===== config.mk =====
export PLATFORM = sky130hd
export DESIGN_NAME = dda_line_rasterizer_top
export DESIGN_NICKNAME = d
export VERILOG_FILES = /design/src/hdl/ddalr_pkg.sv /design/src/hdl/ddalr_datapath.sv /design/src/hdl/ddalr_ctrl.sv /design/src/hdl/dda_line_rasterizer_top.sv
export SDC_FILE = /design/constraint.sdc
export NUM_CORES = 1
export LEC_CHECK = 0
export BUFFER_PORTS_ARGS = -buffer_cell sky130_fd_sc_hd__buf_2
export CORE_AREA = 10 10 238 240
export CTS_CLUSTER_SIZE = 24
export DETAILED_ROUTE_END_ITERATION = 10
export DIE_AREA = 0 0 248 250
export HOLD_SLACK_MARGIN = 0.12
export PLACE_DENSITY = 0.54
export SLEW_MARGIN = 10
export SYNTH_ARGS = -nofsm -noshare
export SYNTH_HDL_FRONTEND = slang
export SYNTH_SLANG_ARGS = --single-unit

===== constraint.sdc =====
create_clock -name clk_i -period 5.73 [get_ports clk_i]
set_input_delay 0.573 -clock clk_i [delete_from_list [all_inputs] [get_ports clk_i]]
set_output_delay 0.573 -clock clk_i [all_outputs]
set_load 0.005 [all_outputs]

===== src/hdl/ddalr_pkg.sv =====
// Shared types and constants for the DDA line rasterizer.
package ddalr_pkg;

  localparam int unsigned COORD_BITS = 10;
  localparam int unsigned OSF_BITS = 8;
  localparam int unsigned CNT_BITS = COORD_BITS + OSF_BITS;
  localparam logic [OSF_BITS-1:0] OSF_RESET = 8'd100;

  localparam logic CMD_START = 1'b0;
  localparam logic CMD_STEP = 1'b1;

  typedef struct packed {
    logic                  command;
    logic [COORD_BITS-1:0] x_start;
    logic [COORD_BITS-1:0] y_start;
    logic [COORD_BITS-1:0] x_end;
    logic [COORD_BITS-1:0] y_end;
  } ddalr_in_t;

  typedef struct packed {
    logic [COORD_BITS-1:0] pixel_x;
    logic [COORD_BITS-1:0] pixel_y;
    logic                  last_pixel;
  } ddalr_out_t;

  typedef struct packed {
    logic start;
    logic emit;
    logic mul;
    logic div_step;
    logic zero_line;
    logic finish;
  } ddalr_cmd_t;

  typedef struct packed {
    logic line_active;
    logic count_zero;
  } ddalr_status_t;

endpackage


===== src/hdl/ddalr_datapath.sv =====
// Datapath: endpoint setup, step-count multiply, two restoring dividers, position stepping.
module ddalr_datapath #(
  parameter int unsigned FRAC_BITS = 16
) (
  input  logic                                clk_i,
  input  logic                                rst_ni,
  input  ddalr_pkg::ddalr_cmd_t               cmd_i,
  input  ddalr_pkg::ddalr_in_t                in_data_i,
  input  logic [ddalr_pkg::OSF_BITS-1:0]      osf_i,
  output ddalr_pkg::ddalr_status_t            status_o,
  output ddalr_pkg::ddalr_out_t               out_data_o
);
  import ddalr_pkg::*;

  localparam int unsigned POS_W = COORD_BITS + FRAC_BITS + 1;
  localparam int unsigned STEP_W = FRAC_BITS + 2;
  localparam int unsigned DIV_W = COORD_BITS + FRAC_BITS;
  localparam logic [POS_W-1:0] HALF = POS_W'(1) << (FRAC_BITS - 1);

  logic [COORD_BITS-1:0] adx_q, ady_q, len_q;
  logic                  negx_q, negy_q;
  logic [CNT_BITS-1:0]   count_q;
  logic [CNT_BITS-1:0]   rem_x_q, rem_y_q;
  logic [DIV_W-1:0]      quo_x_q, quo_y_q;
  logic [POS_W-1:0]      pos_x_q, pos_y_q;
  logic [STEP_W-1:0]     step_x_q, step_y_q;
  logic [CNT_BITS-1:0]   steps_left_q;
  ddalr_out_t            out_q;

  logic [COORD_BITS-1:0] adx, ady;
  logic [CNT_BITS:0]     trial_x, trial_y, divisor;
  logic                  ge_x, ge_y;
  logic [CNT_BITS-1:0]   rem_x_d, rem_y_d;
  logic [STEP_W-1:0]     qx, qy;
  logic [POS_W-1:0]      rnd_x, rnd_y;

  assign adx = (in_data_i.x_end >= in_data_i.x_start) ?
               in_data_i.x_end - in_data_i.x_start : in_data_i.x_start - in_data_i.x_end;
  assign ady = (in_data_i.y_end >= in_data_i.y_start) ?
               in_data_i.y_end - in_data_i.y_start : in_data_i.y_start - in_data_i.y_end;

  assign divisor = {1'b0, count_q};
  assign trial_x = {rem_x_q, quo_x_q[DIV_W-1]};
  assign trial_y = {rem_y_q, quo_y_q[DIV_W-1]};
  assign ge_x = trial_x >= divisor;
  assign ge_y = trial_y >= divisor;
  assign rem_x_d = ge_x ? CNT_BITS'(trial_x - divisor) : trial_x[CNT_BITS-1:0];
  assign rem_y_d = ge_y ? CNT_BITS'(trial_y - divisor) : trial_y[CNT_BITS-1:0];

  assign qx = quo_x_q[STEP_W-1:0];
  assign qy = quo_y_q[STEP_W-1:0];

  assign rnd_x = pos_x_q + HALF;
  assign rnd_y = pos_y_q + HALF;

  always_ff @(posedge clk_i or negedge rst_ni) begin
    if (!rst_ni) begin
      steps_left_q <= '0;
    end else if (cmd_i.start) begin
      steps_left_q <= '0;
    end else if (cmd_i.finish) begin
      steps_left_q <= count_q;
    end else if (cmd_i.emit) begin
      steps_left_q <= steps_left_q - CNT_BITS'(1);
    end
  end

  always_ff @(posedge clk_i) begin
    if (cmd_i.start) begin
      adx_q   <= adx;
      ady_q   <= ady;
      len_q   <= (adx > ady) ? adx : ady;
      negx_q  <= in_data_i.x_end < in_data_i.x_start;
      negy_q  <= in_data_i.y_end < in_data_i.y_start;
      pos_x_q <= {1'b0, in_data_i.x_start, {FRAC_BITS{1'b0}}};
      pos_y_q <= {1'b0, in_data_i.y_start, {FRAC_BITS{1'b0}}};
    end
    if (cmd_i.mul) begin
      count_q <= {{OSF_BITS{1'b0}}, len_q} * {{COORD_BITS{1'b0}}, osf_i};
      rem_x_q <= '0;
      rem_y_q <= '0;
      quo_x_q <= {adx_q, {FRAC_BITS{1'b0}}};
      quo_y_q <= {ady_q, {FRAC_BITS{1'b0}}};
    end
    if (cmd_i.div_step) begin
      rem_x_q <= rem_x_d;
      rem_y_q <= rem_y_d;
      quo_x_q <= {quo_x_q[DIV_W-2:0], ge_x};
      quo_y_q <= {quo_y_q[DIV_W-2:0], ge_y};
    end
    if (cmd_i.zero_line) begin
      step_x_q <= '0;
      step_y_q <= '0;
    end else if (cmd_i.finish) begin
      step_x_q <= negx_q ? STEP_W'(0) - qx : qx;
      step_y_q <= negy_q ? STEP_W'(0) - qy : qy;
    end
    if (cmd_i.emit) begin
      out_q.pixel_x    <= rnd_x[FRAC_BITS +: COORD_BITS];
      out_q.pixel_y    <= rnd_y[FRAC_BITS +: COORD_BITS];
      out_q.last_pixel <= steps_left_q == CNT_BITS'(1);
      pos_x_q <= pos_x_q + {{(POS_W-STEP_W){step_x_q[STEP_W-1]}}, step_x_q};
      pos_y_q <= pos_y_q + {{(POS_W-STEP_W){step_y_q[STEP_W-1]}}, step_y_q};
    end
  end

  assign status_o.line_active = steps_left_q != '0;
  assign status_o.count_zero  = count_q == '0;
  assign out_data_o = out_q;

endmodule


===== src/hdl/ddalr_ctrl.sv =====
// Controller: handshakes, line setup sequencing and divider iteration count.
module ddalr_ctrl #(
  parameter int unsigned FRAC_BITS = 16
) (
  input  logic                      clk_i,
  input  logic                      rst_ni,
  input  logic                      in_valid_i,
  output logic                      in_ready_o,
  input  logic                      in_command_i,
  output logic                      out_valid_o,
  input  logic                      out_ready_i,
  input  ddalr_pkg::ddalr_status_t  status_i,
  output ddalr_pkg::ddalr_cmd_t     cmd_o
);
  import ddalr_pkg::*;

  localparam int unsigned DIV_W = COORD_BITS + FRAC_BITS;
  localparam int unsigned ITER_W = $clog2(DIV_W);
  localparam logic [ITER_W-1:0] ITER_LAST = ITER_W'(DIV_W - 1);

  typedef enum logic [1:0] {
    ST_IDLE,
    ST_MUL,
    ST_DIV,
    ST_FIN
  } state_e;

  state_e            state_q;
  logic [ITER_W-1:0] iter_q;
  logic              out_valid_q;
  logic              in_xfer;

  assign in_ready_o = (state_q == ST_IDLE) && (!out_valid_q || out_ready_i);
  assign in_xfer    = in_valid_i && in_ready_o;

  always_comb begin
    cmd_o           = '0;
    cmd_o.start     = in_xfer && (in_command_i == CMD_START);
    cmd_o.emit      = in_xfer && (in_command_i == CMD_STEP) && status_i.line_active;
    cmd_o.mul       = state_q == ST_MUL;
    cmd_o.div_step  = (state_q == ST_DIV) && !status_i.count_zero;
    cmd_o.zero_line = (state_q == ST_DIV) && status_i.count_zero;
    cmd_o.finish    = state_q == ST_FIN;
  end

  always_ff @(posedge clk_i or negedge rst_ni) begin
    if (!rst_ni) begin
      state_q     <= ST_IDLE;
      iter_q      <= '0;
      out_valid_q <= 1'b0;
    end else begin
      if (cmd_o.emit) begin
        out_valid_q <= 1'b1;
      end else if (out_ready_i) begin
        out_valid_q <= 1'b0;
      end
      unique case (state_q)
        ST_IDLE: begin
          if (cmd_o.start) begin
            state_q <= ST_MUL;
          end
        end
        ST_MUL: begin
          iter_q  <= '0;
          state_q <= ST_DIV;
        end
        ST_DIV: begin
          if (status_i.count_zero) begin
            state_q <= ST_IDLE;
          end else if (iter_q == ITER_LAST) begin
            state_q <= ST_FIN;
          end else begin
            iter_q <= iter_q + ITER_W'(1);
          end
        end
        ST_FIN: begin
          state_q <= ST_IDLE;
        end
        default: begin
          state_q <= ST_IDLE;
        end
      endcase
    end
  end

  assign out_valid_o = out_valid_q;

endmodule


===== src/hdl/dda_line_rasterizer_top.sv =====
// A step transfer on an active line has its pixel registered in the output register.
// Throughput: step transfers go in every cycle on an active line unless the output stalls.
// A start transfer holds in_ready_o low through the multiply, bit-serial restoring divide
// and finish states; with a zero step count, the divide state returns straight to idle.
// Reset (async, active low) clears the active line and sets oversample_factor to 100.
module dda_line_rasterizer_top #(
  parameter int unsigned FRAC_BITS = 16
) (
  input  logic                  clk_i,
  input  logic                  rst_ni,
  input  logic                  in_valid_i,
  output logic                  in_ready_o,
  input  ddalr_pkg::ddalr_in_t  in_data_i,
  output logic                  out_valid_o,
  input  logic                  out_ready_i,
  output ddalr_pkg::ddalr_out_t out_data_o,
  input  logic                  psel,
  input  logic                  penable,
  input  logic                  pwrite,
  input  logic [2:0]            paddr,
  input  logic [31:0]           pwdata,
  output logic [31:0]           prdata,
  output logic                  pready
);
  import ddalr_pkg::*;

  logic [OSF_BITS-1:0] osf_q;
  ddalr_cmd_t          cmd;
  ddalr_status_t       status;
  logic                cfg_wr;

  assign pready = 1'b1;
  assign cfg_wr = psel && penable && pwrite && (paddr[2] == 1'b0);
  assign prdata = (paddr[2] == 1'b0) ? {{(32-OSF_BITS){1'b0}}, osf_q} : '0;

  always_ff @(posedge clk_i or negedge rst_ni) begin
    if (!rst_ni) begin
      osf_q <= OSF_RESET;
    end else if (cfg_wr) begin
      osf_q <= pwdata[OSF_BITS-1:0];
    end
  end

  ddalr_ctrl #(
    .FRAC_BITS(FRAC_BITS)
  ) u_ctrl (
    .clk_i        (clk_i),
    .rst_ni       (rst_ni),
    .in_valid_i   (in_valid_i),
    .in_ready_o   (in_ready_o),
    .in_command_i (in_data_i.command),
    .out_valid_o  (out_valid_o),
    .out_ready_i  (out_ready_i),
    .status_i     (status),
    .cmd_o        (cmd)
  );

  ddalr_datapath #(
    .FRAC_BITS(FRAC_BITS)
  ) u_datapath (
    .clk_i      (clk_i),
    .rst_ni     (rst_ni),
    .cmd_i      (cmd),
    .in_data_i  (in_data_i),
    .osf_i      (osf_q),
    .status_o   (status),
    .out_data_o (out_data_o)
  );

  a_start_blocks: assert property (@(posedge clk_i) disable iff (!rst_ni)
    cmd.start |=> !in_ready_o)
    else $error("input taken during line setup");

  a_idle_step_silent: assert property (@(posedge clk_i) disable iff (!rst_ni)
    (in_valid_i && in_ready_o && in_data_i.command == CMD_STEP && !status.line_active)
    |=> !out_valid_o)
    else $error("pixel produced with no active line");

  a_last_ends_line: assert property (@(posedge clk_i) disable iff (!rst_ni)
    (out_valid_o && out_ready_i && out_data_o.last_pixel) |=> !status.line_active)
    else $error("line still active after last pixel");

  a_single_action: assert property (@(posedge clk_i) disable iff (!rst_ni)
    $onehot0({cmd.start, cmd.emit, cmd.mul, cmd.div_step, cmd.zero_line, cmd.finish}))
    else $error("conflicting datapath commands");

endmodule


# Yosys cells after proc, flatten, opt, wreduce, memory -nomap -nowiden
# Index checks and enable logic that the tools add are counted.
# op_classes
multipliers	1
n_addsub	14
order_cmp	7
n_eq_ne	9
n_mux	31
n_reduce_logical	23
n_bitwise	2
# ops
op	n
18-bit two-way mux	10
27-bit two-way mux	4
26-bit two-way mux	4
27-bit adder	2
26-bit by 16-bit adder with 26-bit output (second input constant)	2
10-bit subtractor	4
19-bit by 18-bit >= comparator with 1-bit output	2
1-bit by 18-bit subtractor with 18-bit output (first input constant)	2
18-bit subtractor	2
10-bit two-way mux	3
10-bit >= comparator	2
10-bit less-than comparator	2
18-bit by 1-bit == test with 1-bit output (second input constant)	1
18-bit zero test	1
10-bit by 8-bit multiplier with 18-bit output	1
18-bit nonzero test	1
18-bit by 1-bit subtractor with 18-bit output (second input constant)	1
10-bit greater-than comparator	1
1-bit logical AND	10
5-bit two-way mux	2
5-bit one-hot mux with 2 select lines	1
8-bit two-way mux	1
2-bit one-hot mux with 4 select lines	1
2-bit nonzero test	4
other kinds (15)	23
# word_totals
reg_bits	283
inputBits	83
out_inout_bits	56
word_cells	109

# Logic depth before layout (Yosys ltp)
# depth
ltp_word	9
ltp_mapped	24
ltp_nobuf	22

# By module
# Synthesis repeated with hierarchy kept, for this count alone.
# hier_totals
cells_unflattened	2130
hier_area_um2	21197.8
# modules_own_cells
module	n_inst	area_per_inst_um2	seq_area_each_um2	cells_per_inst
ddalr_datapath	1	20153.1	7507.2	2035
dda_line_rasterizer_top	1	583.1	203.9	52
ddalr_ctrl	1	461.7	200.2	43

# Worst setup path after synthesis
# No wires, ideal clock.
# synth_path
path_type	flip-flop to flip-flop
startpoint	register osf_q[6]
endpoint	register u_datapath.count_q[17], data pin
stages_incl_launch_ff	18
arrival_time_ps	4544
n_path_buf	1
period_less_slack_ps	4804
t_required_ps	5470
path_slack_ps	926
setup_time_ps	260
cell_sequence	dfstp_2 -> clkbuf_1 -> nand2_1 -> fa_1 -> fa_1 -> inv_1 -> fa_1 -> inv_1 -> fa_1 -> inv_1 -> ha_1 -> a21boi_0 -> o21ai_0 -> a211oi_1 -> nor3_1 -> o41ai_1 -> a21oi_1 -> xnor2_1
# synth_between
elab_chain_len	1
# synth_rtl
item	line	source
from (decl)	dda_line_rasterizer_top.sv:27	logic [OSF_BITS-1:0] osf_q;
from (signal assigned)	dda_line_rasterizer_top.sv:40	osf_q <= pwdata[OSF_BITS-1:0];
10-bit by 8-bit multiplier with 18-bit output	ddalr_datapath.sv:79	count_q <= {{OSF_BITS{1'b0}}, len_q} * {{COORD_BITS{1'b0}}, osf_i};
to (signal assigned)	ddalr_datapath.sv:79	
to (decl)	ddalr_datapath.sv:22	logic [CNT_BITS-1:0] count_q;
# Every way passes these cells.
# A chain may end at the register's enable or synchronous reset.

# Final worst setup path
# Same ends and word-level chain as after synthesis.

==> flow_summary.ini <==
[setup_path]
critPathCaptureType = flop
critical_path_peak_fanout = 12
path_class = flop to flop
required_ps = 6010
worstRegToRegCells = 16
timing.critical_path.arrival_ps = 5320
worst_setup_path_startpoint = osf_q[6]$_DFFE_PN1P_
cp-start-kind = flop
timing.reg2reg.setup_slack_ps = 690
setup.worst_path.end = u_datapath.count_q[17]$_DFFE_PP_
worst_r2r_startpoint = osf_q[6]$_DFFE_PN1P_
r2r-end = u_datapath.count_q[17]$_DFFE_PP_

[power_and_ir_drop]
max-vdd-ir-drop_v = 0.000333
power_density_normalized_to_cell_area_nw_per_um2 = 636
static-leakage-power_nw = 10.1

[timing]
timing.fmax_ghz = 0.199
post-route-min-period_ps = 5040
clock_skew_ps = 26.6
setup_total_negative_slack_ps = 0
max-slew-margin-rel_pct = 27.6
timing.final.ws_setup_ps = 693
period_share_pct = 87.9
report.final.hold_viol_count = 0
finalSetupViolCount = 0
grt_setup_unrepaired = no
final_max_slew_viol_count = 0
worst_slew_pin_slew_ps = 1090

[flow_run]
timing.max_cap.violations = 0

[route]
ant_nets = 0
routedWlPerCell_um = 16.5
post-route-drc-count = 0
vias_per_cell = 5.16
vias = 15032
drt_iter0_markers = 739
drt_pass1_iterations = 5
postRouteWirelength_um = 48200

[global_route]
all_layer_gr_usage_pct = 15.5
grt_start_max_net_pins = 63
initial_antenna_violation_count = 0
first_global_vias = 15174
grt_first_pass_wirelength_um = 79000
grt_overflow = 0

[worst_hold_path]
timing.hold.worst.class = input pin to async pin

[die]
die-area_um2 = 62000
row_count = 84
height_of_the_die_um = 250
initial_core_util_pct = 39.3
fp.dieW_um = 248
io_pins = 139
placeableCoreArea_um2 = 52000

[cells_and_area]
num-nets-final = 2517
filler_cell_count = 5049
post_route_cells_drive_above_1_share_pct = 9.39
layout_common_cells = edfxtp_1 (211), nand2_1 (193), inv_1 (180), ha_1 (180), nor2_1 (154)
multiInputGateArea_um2 = 11500
final_common_cell = edfxtp_1
fin_cells = 2915
total_non_filler_cell_area_in_the_finished_layout_um2 = 22800
final-seq-area_um2 = 7910
syn2layout_area_growth_pct = 11.5

[clock_network]
tritoncts = done
tritoncts.num_buffers = 36
hold_buffers = 0
ctsRootBufferMaster = clkbuf_16
cts_post_setup_buffers_inserted = 0
tritoncts_num_sinks = 281
htree_num_levels = 2
insertion_delay_ps = 560
cts.reportedPaths.clkPinSlew_ps = 60
ctsResizeCount = 0
ctsLongestPathBuffers = 3

[place]
placed_area_um2 = 21600
placement.setup.worst_slack_ps = 561
numPortBuffers = 87
placed_cells_incl_taps = 2848
place_congestion = 0.853
place.detailed.hpwl_um = 36100

[synthesis]
ys_seq_elements = 281
synth.yosys.warnings = 0
syn_inst = 2113
synth_enable_flop_cells = 211
synth_seq_area_share_pct = 38.7
dominantRegCellSynth = edfxtp_1
synth_async_sr_flop_share_pct = 12.1
mappedNetlistArea_um2 = 20400
syn_avg_cell_area_um2 = 9.67
ys_types = 86

[outcome]
run_status = complete, no violations
through the flow:
step	utilization, %	power, mW	hold slack, ps
floorplan	-	10.3	277
global placement	41.5	12.0	447
detailed placement	41.5	12.2	455
CTS	43.8	14.6	148
global route	43.8	15.9	192
finish	43.8	14.5	161
flip-flops by register name, indices dropped and copies added (netlist names):
signal	flops
u_datapath.out_data_o	21
u_datapath.rem_y_q	18
u_ctrl.iter_q	5
u_ctrl.state_q	2
u_datapath.step_x_q	18
u_datapath.rem_x_q	18
u_datapath.steps_left_q	18
u_ctrl.out_valid_o	1
osf_q	8
u_datapath.negy_q	1
u_datapath.adx_q	10
u_datapath.quo_x_q	26
u_datapath.pos_y_q	26
u_datapath.ady_q	10
u_datapath.len_q	10
u_datapath.negx_q	1
u_datapath.pos_x_q	26
u_datapath.step_y_q	18
u_datapath.count_q	18
u_datapath.quo_y_q	26
worst min path at each step:
stage	start	endpoint	slack (ps)	cells past startpoint
2_1_floorplan	rst_ni	osf_q[0]$_DFFE_PN0P_	280	0
3_3_place_gp	u_datapath.step_x_q[0]$_SDFFE_PP0P_	u_datapath.step_x_q[0]$_SDFFE_PP0P_	450	2
3_5_place_dp	u_datapath.step_x_q[10]$_SDFFE_PP0P_	u_datapath.step_x_q[10]$_SDFFE_PP0P_	450	2
4_1_cts	rst_ni	u_ctrl.iter_q[0]$_DFFE_PN0P_	150	1
6_report	rst_ni	u_ctrl.iter_q[1]$_DFFE_PN0P_	160	1
5_1_grt	rst_ni	u_ctrl.iter_q[0]$_DFFE_PN0P_	190	1
synthesized netlist by cell type (12+ instances only):
| library cell | count | area (um2) |
|---|---|---|
| nand3_1 | 67 | 335 |
| fa_1 | 56 | 1120 |
| nor2_1 | 155 | 582 |
| xor2_1 | 73 | 639 |
| nand4_1 | 14 | 87.6 |
| nor3_1 | 31 | 155 |
| edfxtp_1 | 211 | 6340 |
| nand2_1 | 195 | 732 |
| o21bai_1 | 12 | 90.1 |
| and3_1 | 32 | 200 |
| o21ai_1 | 12 | 60.1 |
| nor2b_1 | 36 | 225 |
| mux2i_1 | 30 | 300 |
| a31oi_1 | 17 | 106 |
| buf_4 | 27 | 203 |
| dfrtp_1 | 31 | 776 |
| dfxtp_1 | 36 | 721 |
| inv_1 | 180 | 676 |
| ha_1 | 180 | 2250 |
| a211oi_1 | 26 | 195 |
| o21a_1 | 13 | 97.6 |
| o31ai_1 | 12 | 90.1 |
| and2_1 | 99 | 619 |
| clkbuf_1 | 41 | 154 |
| xnor2_1 | 85 | 744 |
| mux2_2 | 12 | 135 |
| a21o_1 | 57 | 428 |
| or3_1 | 14 | 87.6 |
| a21oi_1 | 109 | 546 |
| o21ai_0 | 113 | 566 |
area by class of cell:
type,count,share of cell area (%)
Antenna cell,1,0.0110
Clock buffer,46,4.16
Clock inverter,20,1.16
Inverter,183,3.01
Multi-Input combinational cell,1590,50.6
Sequential cell,281,34.7
Tap cell,688,3.78
Timing Repair Buffer,106,2.54
kinds of logic after synthesis:
kind of cell	synth area share, %
XOR/XNOR	6.85
AO/OA/AOI/OAI	13.4
buffers and inverters	5.51
multiplexers	2.26
AND/OR/NAND/NOR	16.7
adder cells (fa/ha/maj)	16.5
other	0.0368
flip-flops	38.7
metal layers:
metal	global-route usage (%)	vias up	wire length, um
li1	-	7539	-
met1	21.4	7182	23100
met2	25.1	265	22200
met3	2.49	46	2170
met4	3.48	0	730
met5	0	-	0
power by group:
part           switching (mW)  total (mW)  internal [mW]
clock network           0.926        2.34           1.41
logic                    4.63        8.06           3.43
registers               0.653        4.08           3.43
critical path: stages, from the launching register on:
cell,delay [ps]
dfstp_2,630
nand2_1,100
fa_1,490
fa_1,550
inv_1,50
fa_1,520
inv_1,50
fa_1,520
inv_1,40
ha_1,330
a21boi_0,270
o21ai_0,180
a211oi_1,340
nor3_1,130
o41ai_1,310
a21oi_1,120
xnor2_1,150
No activity file was read; power rests on OpenSTA's default activity.
